### config.mk
export PLATFORM = sky130hd
export DESIGN_NAME = midpoint_line_rasterizer
export DESIGN_NICKNAME = d
export VERILOG_FILES = /design/src/rtl/mlr_pkg.sv /design/src/rtl/mlr_setup.sv /design/src/rtl/mlr_step.sv /design/src/rtl/midpoint_line_rasterizer.sv
export SDC_FILE = /design/constraint.sdc
export NUM_CORES = 1
export LEC_CHECK = 0
export ABC_AREA = 1
export ABC_CLOCK_PERIOD_IN_PS = 3500
export BUFFER_PORTS_ARGS = -buffer_cell sky130_fd_sc_hd__buf_2
export CAP_MARGIN = 20
export CORE_MARGIN = 8
export CORE_UTILIZATION = 28
export DETAILED_ROUTE_END_ITERATION = 6
export SLEW_MARGIN = 10
export SYNTH_ARGS = -nofsm -noshare
export SYNTH_HDL_FRONTEND = slang
export SYNTH_SLANG_ARGS = --single-unit
### constraint.sdc
create_clock -name clk_i -period 3.5 [get_ports clk_i]
set_clock_uncertainty 0.15 [all_clocks]
set_input_delay 0.525 -clock clk_i [delete_from_list [all_inputs] [get_ports clk_i]]
set_output_delay 0.525 -clock clk_i [all_outputs]
set_load 0.03 [all_outputs]
### src/rtl/mlr_pkg.sv
// shared constants and types for the midpoint line rasterizer
`default_nettype none

package mlr_pkg;

  localparam int CoordBits = 6;
  localparam int FieldBits = 6;
  localparam int InDataW   = 4 * FieldBits;
  localparam int OutDataW  = 16;
  localparam int OutPadW   = OutDataW - 2 * FieldBits;

  typedef enum logic [2:0] {
    MODE_VERT         = 3'd0,
    MODE_SHALLOW_UP   = 3'd1,
    MODE_SHALLOW_DOWN = 3'd2,
    MODE_STEEP_UP     = 3'd3,
    MODE_STEEP_DOWN   = 3'd4
  } mode_e;

endpackage

`default_nettype wire

### src/rtl/mlr_setup.sv
// endpoint ordering, delta and octant setup for one line request
`default_nettype none

module mlr_setup #(
  parameter int CoordBits = mlr_pkg::CoordBits,
  parameter int DecW      = CoordBits + 3
) (
  input  wire logic [CoordBits-1:0]   x_start_i,
  input  wire logic [CoordBits-1:0]   y_start_i,
  input  wire logic [CoordBits-1:0]   x_end_i,
  input  wire logic [CoordBits-1:0]   y_end_i,
  output logic      [CoordBits-1:0]   start_x_o,
  output logic      [CoordBits-1:0]   start_y_o,
  output logic      [CoordBits-1:0]   steps_o,
  output mlr_pkg::mode_e              mode_o,
  output logic signed [DecW-1:0]      dec_o,
  output logic signed [DecW-1:0]      inc_keep_o,
  output logic signed [DecW-1:0]      inc_take_o
);
  import mlr_pkg::*;

  logic                  swap;
  logic [CoordBits-1:0]  ax, ay, bx, by;
  logic [CoordBits-1:0]  dx, dy;
  logic                  rising;
  logic signed [DecW-1:0] dx_s, dy_s, major_s, minor_s;

  always_comb begin
    swap = (x_start_i > x_end_i) || ((x_start_i == x_end_i) && (y_start_i > y_end_i));
    ax = swap ? x_end_i   : x_start_i;
    ay = swap ? y_end_i   : y_start_i;
    bx = swap ? x_start_i : x_end_i;
    by = swap ? y_start_i : y_end_i;
    dx = bx - ax;
    rising = (by >= ay);
    dy = rising ? (by - ay) : (ay - by);
    dx_s = $signed(DecW'(dx));
    dy_s = $signed(DecW'(dy));

    if (dx == '0) begin
      mode_o  = MODE_VERT;
      major_s = dy_s;
      minor_s = '0;
      dec_o   = -dy_s;
      steps_o = dy;
    end else if (dy <= dx) begin
      mode_o  = rising ? MODE_SHALLOW_UP : MODE_SHALLOW_DOWN;
      major_s = dx_s;
      minor_s = dy_s;
      dec_o   = dy_s + dy_s - dx_s;
      steps_o = dx;
    end else begin
      mode_o  = rising ? MODE_STEEP_UP : MODE_STEEP_DOWN;
      major_s = dy_s;
      minor_s = dx_s;
      dec_o   = dx_s + dx_s - dy_s;
      steps_o = dy;
    end

    inc_keep_o = minor_s + minor_s;
    inc_take_o = (minor_s - major_s) + (minor_s - major_s);
    start_x_o  = ax;
    start_y_o  = ay;
  end

endmodule

`default_nettype wire

### src/rtl/mlr_step.sv
// shared step unit: midpoint decision update and coordinate advance
`default_nettype none

module mlr_step #(
  parameter int CoordBits = mlr_pkg::CoordBits,
  parameter int DecW      = CoordBits + 3
) (
  input  wire mlr_pkg::mode_e         mode_i,
  input  wire logic signed [DecW-1:0] dec_i,
  input  wire logic signed [DecW-1:0] inc_keep_i,
  input  wire logic signed [DecW-1:0] inc_take_i,
  input  wire logic [CoordBits-1:0]   cur_x_i,
  input  wire logic [CoordBits-1:0]   cur_y_i,
  output logic signed [DecW-1:0]      dec_o,
  output logic [CoordBits-1:0]        cur_x_o,
  output logic [CoordBits-1:0]        cur_y_o
);
  import mlr_pkg::*;

  logic take_minor;
  logic dec_pos, dec_neg;

  always_comb begin
    dec_neg = dec_i[DecW-1];
    dec_pos = !dec_neg && (dec_i != '0);
    case (mode_i)
      MODE_VERT:     take_minor = 1'b0;
      MODE_STEEP_UP: take_minor = !dec_neg;
      default:       take_minor = dec_pos;
    endcase

    dec_o   = dec_i + (take_minor ? inc_take_i : inc_keep_i);
    cur_x_o = cur_x_i;
    cur_y_o = cur_y_i;
    case (mode_i)
      MODE_VERT: begin
        cur_y_o = cur_y_i + 1'b1;
      end
      MODE_SHALLOW_UP: begin
        cur_x_o = cur_x_i + 1'b1;
        if (take_minor) cur_y_o = cur_y_i + 1'b1;
      end
      MODE_SHALLOW_DOWN: begin
        cur_x_o = cur_x_i + 1'b1;
        if (take_minor) cur_y_o = cur_y_i - 1'b1;
      end
      MODE_STEEP_UP: begin
        cur_y_o = cur_y_i + 1'b1;
        if (take_minor) cur_x_o = cur_x_i + 1'b1;
      end
      default: begin
        cur_y_o = cur_y_i - 1'b1;
        if (take_minor) cur_x_o = cur_x_i + 1'b1;
      end
    endcase
  end

endmodule

`default_nettype wire

### src/rtl/midpoint_line_rasterizer.sv
// top level of the midpoint line rasterizer
// A line request (x_start, y_start, x_end, y_end) is taken while the block is idle; the setup
// is done in the cycle of the transaction, then one pixel a cycle is presented on the master
// side while the sink is ready (a stall holds the current pixel), walked by the shared
// decision/step unit, so a line of major delta n yields n pixels. The far endpoint is
// not drawn, a zero-length line emits no pixel, and tlast marks the final pixel of each line.
// Coordinates are taken modulo 2^COORD_BITS.
`default_nettype none

module midpoint_line_rasterizer #(
  parameter int COORD_BITS = mlr_pkg::CoordBits
) (
  input  wire logic                          clk_i,
  input  wire logic                          rst_ni,
  input  wire logic                          s_axis_tvalid,
  output logic                               s_axis_tready,
  // x_start[5:0], y_start[11:6], x_end[17:12], y_end[23:18]
  input  wire logic [mlr_pkg::InDataW-1:0]   s_axis_tdata,
  output logic                               m_axis_tvalid,
  input  wire logic                          m_axis_tready,
  // pixel_x[5:0], pixel_y[11:6], zero[15:12]
  output logic [mlr_pkg::OutDataW-1:0]       m_axis_tdata,
  output logic                               m_axis_tlast
);
  import mlr_pkg::*;

  localparam int DecW = COORD_BITS + 3;

  typedef enum logic [1:0] {
    ST_IDLE = 2'b01,
    ST_WALK = 2'b10
  } state_e;

  state_e                  state_q, state_d;
  logic [COORD_BITS-1:0]   cur_x_q, cur_x_d, cur_y_q, cur_y_d;
  logic [COORD_BITS-1:0]   steps_q, steps_d;
  mode_e                   mode_q, mode_d;
  logic signed [DecW-1:0]  dec_q, dec_d;
  logic signed [DecW-1:0]  inc_keep_q, inc_keep_d, inc_take_q, inc_take_d;

  logic [COORD_BITS-1:0]   in_x0, in_y0, in_x1, in_y1;
  logic [COORD_BITS-1:0]   su_x, su_y, su_steps;
  mode_e                   su_mode;
  logic signed [DecW-1:0]  su_dec, su_keep, su_take;
  logic signed [DecW-1:0]  st_dec;
  logic [COORD_BITS-1:0]   st_x, st_y;
  logic                    in_fire, out_fire;
  logic [FieldBits-1:0]    px, py;

  assign in_x0 = s_axis_tdata[COORD_BITS-1:0];
  assign in_y0 = s_axis_tdata[FieldBits+COORD_BITS-1:FieldBits];
  assign in_x1 = s_axis_tdata[2*FieldBits+COORD_BITS-1:2*FieldBits];
  assign in_y1 = s_axis_tdata[3*FieldBits+COORD_BITS-1:3*FieldBits];

  mlr_setup #(
    .CoordBits (COORD_BITS),
    .DecW      (DecW)
  ) u_setup (
    .x_start_i  (in_x0),
    .y_start_i  (in_y0),
    .x_end_i    (in_x1),
    .y_end_i    (in_y1),
    .start_x_o  (su_x),
    .start_y_o  (su_y),
    .steps_o    (su_steps),
    .mode_o     (su_mode),
    .dec_o      (su_dec),
    .inc_keep_o (su_keep),
    .inc_take_o (su_take)
  );

  mlr_step #(
    .CoordBits (COORD_BITS),
    .DecW      (DecW)
  ) u_step (
    .mode_i     (mode_q),
    .dec_i      (dec_q),
    .inc_keep_i (inc_keep_q),
    .inc_take_i (inc_take_q),
    .cur_x_i    (cur_x_q),
    .cur_y_i    (cur_y_q),
    .dec_o      (st_dec),
    .cur_x_o    (st_x),
    .cur_y_o    (st_y)
  );

  assign s_axis_tready = (state_q == ST_IDLE);
  assign m_axis_tvalid = (state_q == ST_WALK);
  assign in_fire       = s_axis_tvalid && s_axis_tready;
  assign out_fire      = m_axis_tvalid && m_axis_tready;

  assign px           = FieldBits'(cur_x_q);
  assign py           = FieldBits'(cur_y_q);
  assign m_axis_tdata = {{OutPadW{1'b0}}, py, px};
  assign m_axis_tlast = (steps_q == COORD_BITS'(1));

  always_comb begin
    state_d    = state_q;
    cur_x_d    = cur_x_q;
    cur_y_d    = cur_y_q;
    steps_d    = steps_q;
    mode_d     = mode_q;
    dec_d      = dec_q;
    inc_keep_d = inc_keep_q;
    inc_take_d = inc_take_q;
    case (state_q)
      ST_IDLE: begin
        if (in_fire) begin
          cur_x_d    = su_x;
          cur_y_d    = su_y;
          steps_d    = su_steps;
          mode_d     = su_mode;
          dec_d      = su_dec;
          inc_keep_d = su_keep;
          inc_take_d = su_take;
          if (su_steps != '0) state_d = ST_WALK;
        end
      end
      ST_WALK: begin
        if (out_fire) begin
          cur_x_d = st_x;
          cur_y_d = st_y;
          dec_d   = st_dec;
          steps_d = steps_q - 1'b1;
          if (m_axis_tlast) state_d = ST_IDLE;
        end
      end
      default: begin
        state_d = ST_IDLE;
      end
    endcase
  end

  always_ff @(posedge clk_i or negedge rst_ni) begin
    if (!rst_ni) begin
      state_q    <= ST_IDLE;
      steps_q    <= '0;
      mode_q     <= MODE_VERT;
      cur_x_q    <= '0;
      cur_y_q    <= '0;
      dec_q      <= '0;
      inc_keep_q <= '0;
      inc_take_q <= '0;
    end else begin
      state_q    <= state_d;
      steps_q    <= steps_d;
      mode_q     <= mode_d;
      cur_x_q    <= cur_x_d;
      cur_y_q    <= cur_y_d;
      dec_q      <= dec_d;
      inc_keep_q <= inc_keep_d;
      inc_take_q <= inc_take_d;
    end
  end

endmodule

`default_nettype wire

==> results.yml <==
global_route:
  grt-busiest-layer: "met2"
  overflow: 0
  use_met1: 0.1899
  grt_pass1_wl_mm: 30.07
  use_met2: 0.2676
  met3_usage: 0.009049
  grt_pass1_vias: 6309
  grt_max_degree: 47
  antenna_found_initial: 0
  grt_usage: 0.1493
synthesis:
  synth.avg_cell_area_sq_um: 6.513
  synthArstFlopShare: 1.000
  synth_area_leaders: "dfrtp_1 20%, nand2_1 16%, ha_1 11%, inv_1 7.5%, nand3_1 5.9%"
  synth_top_family_by_area: "simple AND/OR/NAND/NOR gates"
  synth.distinct_cells: 51
  synth.mux.area_fraction: 0
  yosys_warnings: 0
  synth_top_cell_area_share: 0.2020
  yosysTopAreaCell: "dfrtp_1"
  synth_adder_area_share: 0.1302
  ys_seq_elements: 46
  synth_compound_area_frac: 0.1555
  netlist_area_sq_um: 5575
  syn_inst: 856
  synth_seq_area_share: 0.2067
  synth_ff_type: "dfrtp_1"
  synthSimpleGateAreaFrac: 0.3638
  synth_edf_count: 0
  synthXorXnorAreaFrac: 0.03478
hold_path:
  min_path_type: "reg -> reg"
pwr:
  powerDensity_nw_per_um2: 872.6
  ir_worst_vdd_v: 0.0004066
  p_leak_nw: 4.568
die:
  start_util: 0.2855
  die_area_sq_um: 24680
  rows: 51
  core_sq_um: 19530
  die_h_um: 157.1
  die_w_um: 157.1
  ioPinCount: 47
routing:
  via_count: 6373
  first_pass_iters: 4
  drtIter0Drc: 279
  wirelength_mm: 18.31
  wire_per_inst_um: 13.37
  remaining_drc_errors: 0
  via_per_inst: 4.652
  antenna_left: 0
sta:
  fin_crit_sh: 1.363
  max_slew.worst_pin.slew_ns: 0.6782
  setup_viol: 33
  fmax_mhz: 209.6
  report.final.slew_viol_count: 0
  max-slew-margin-rel: 0.5474
  period_minus_slack_ns: 4.771
  rsz0062_at_grt: "yes"
  finalHoldViolCount: 0
  setup_slack_ns: -1.271
setup_path:
  cpMaxStageDelayCell: "ha_4"
  crit_type: "in -> reg"
  critPathMostFrequentCell: "nand2_2"
  worstPathArrival_ns: 4.80
  worstSetupStartpointType: "input port"
  max_stage_delay_ns: 0.28
  worstSetupEndpointType: "register"
  cp_max_fo: 7
  crit_required_ns: 3.53
run_status:
  outcome: "finished with violations"
  violations: "setup timing"
clock_tree:
  clock_latency_ns: 0.29
  cts_tree: "done"
  numCtsBuffers: 5
  cts_buffer_depth: 2
  htreeDepth: 2
  clkSinkCount: 46
  cts_root_buf: "clkbuf_16"
  path_clk_slew_ns: 0.06
layout:
  syn2layout_area_growth_pct: 57.56
  fin_area_sq_um: 8785
  layout.nets: 1187
  seq_area_sq_um: 1152
  num-fill-cells: 1912
  diodes: 0
  drive_gt1_frac: 0.4226
  multi_input_area_sq_um: 4578
place:
  dpl-instance-area_sq_um: 7432
  gp_congestion: 0.9208
  port_buffers: 42
  dp_hpwl_mm: 13.80
  pre_cts_ws_ns: -1.619
job:
  drv_cap: 0
through the flow:
stage | power, mW | std cells | hold slack, ns | setup TNS (ns) | util
2_1_floorplan | 4.227 | 859 | 0.07941 | -34.44 | -
3_5_place_dp | 5.981 | 1309 | 0.3130 | -39.32 | 0.3806
5_1_grt | 8.367 | 1370 | 0.3450 | -37.89 | 0.4499
4_1_cts | 7.171 | 1362 | 0.2995 | -26.32 | 0.4314
6_report | 7.665 | 1370 | 0.3299 | -30.64 | 0.4499
3_3_place_gp | 5.913 | 1309 | 0.3116 | -37.05 | 0.3806
state kept, by name, summed over array words and instances, names as in the netlist:
name,flops
mode_q,3
dec_q,9
inc_take_q,8
cur_x_q,6
steps_q,6
cur_y_q,6
state_q,2
inc_keep_q,6
worst paths after layout:
| kind | slack [ns] | endpoint | cells past startpoint | from |
|---|---|---|---|---|
| setup / recovery | -1.27 | inc_take_q[8]$_DFFE_PN0P_ | 41 | s_axis_tdata[11] |
| hold / removal | 0.33 | inc_keep_q[2]$_DFFE_PN0P_ | 2 | inc_keep_q[2]$_DFFE_PN0P_ |
| setup reg to reg | 0.05 | dec_q[8]$_DFFE_PN0P_ | 19 | dec_q[5]$_DFFE_PN0P_ |
| hold reg to reg | 0.33 | inc_keep_q[2]$_DFFE_PN0P_ | 2 | inc_keep_q[2]$_DFFE_PN0P_ |
| max in group asynchronous | 2.17 | state_q[0]$_DFFE_PN1P_ | 3 | rst_ni |
| min in group asynchronous | 0.48 | cur_x_q[1]$_DFFE_PN0P_ | 2 | rst_ni |
where the power goes:
part           total (mW)  switching (mW)  internal (mW)
Combinational        6.19            3.39           2.80
Sequential           1.00           0.196          0.805
Clock               0.474           0.210          0.265
Total                7.67            3.79           3.87
cells in the final DEF, fill, tap and decap left out, drive strengths merged, types with 13 or more instances in the layout:
master / count
nand2: 266
buf: 260
inv: 120
nand3: 75
o21ai: 68
nor2: 61
a21oi: 52
ha: 50
dfrtp: 45
xor2: 16
nand4: 13
layout make-up:
type / count / share of cell area
clock buffers: 5 / 0.01424
clock inverters: 3 / 0.002421
inverters: 121 / 0.05597
multi-input cells: 669 / 0.5212
flip-flops and latches: 46 / 0.1312
well taps: 265 / 0.03774
repair buffers: 261 / 0.2373
kinds of logic (layout without fill, tap and decap cells):
family | after synthesis | in the layout
AOI/OAI and AO/OA | 153 | 153
DFF | 46 | 46
buffers and inverters | 145 | 390
and+or+nand+nor | 436 | 437
xor gates and xnor gates | 20 | 20
other | 1 | 4
adders and majority gates | 55 | 55
worst max-delay path: cells and delay by family:
family	cells	cell delay, ns
AOI/OAI and AO/OA	2	0.28
and+or+nand+nor	25	2.06
adders and majority gates	3	0.73
buffers and inverters	11	1.22
timing repair:
item                       CTS  global route
pin swaps                   81            37
setup buffers               42             6
gates resized for setup    118            79
hold buffers                 0             1
cloned                       3             0
hold endpoints to repair     0             9
setup endpoints to repair   33            33
layer usage:
layer | vias to the layer above | part of all wire
met1 | 2952 | 0.46
met3 | 20 | 0.034
met4 | 0 | 0.015
met5 | - | 0
li1 | 3289 | -
met2 | 112 | 0.49
synth_stat cells (7+ instances only):
| cell | number |
|---|---|
| o211ai_1 | 11 |
| ha_1 | 50 |
| nand2_1 | 233 |
| nand2_4 | 8 |
| or2_2 | 7 |
| clkbuf_1 | 12 |
| nand3_1 | 66 |
| a21oi_1 | 50 |
| dfrtp_1 | 45 |
| nand3_2 | 8 |
| inv_1 | 112 |
| nand4_1 | 13 |
| o21ai_1 | 11 |
| nand2_2 | 23 |
| xor2_1 | 15 |
| nor2_1 | 57 |
| nor3_1 | 7 |
| o21ai_0 | 53 |
(Power assumes the default switching activity.)
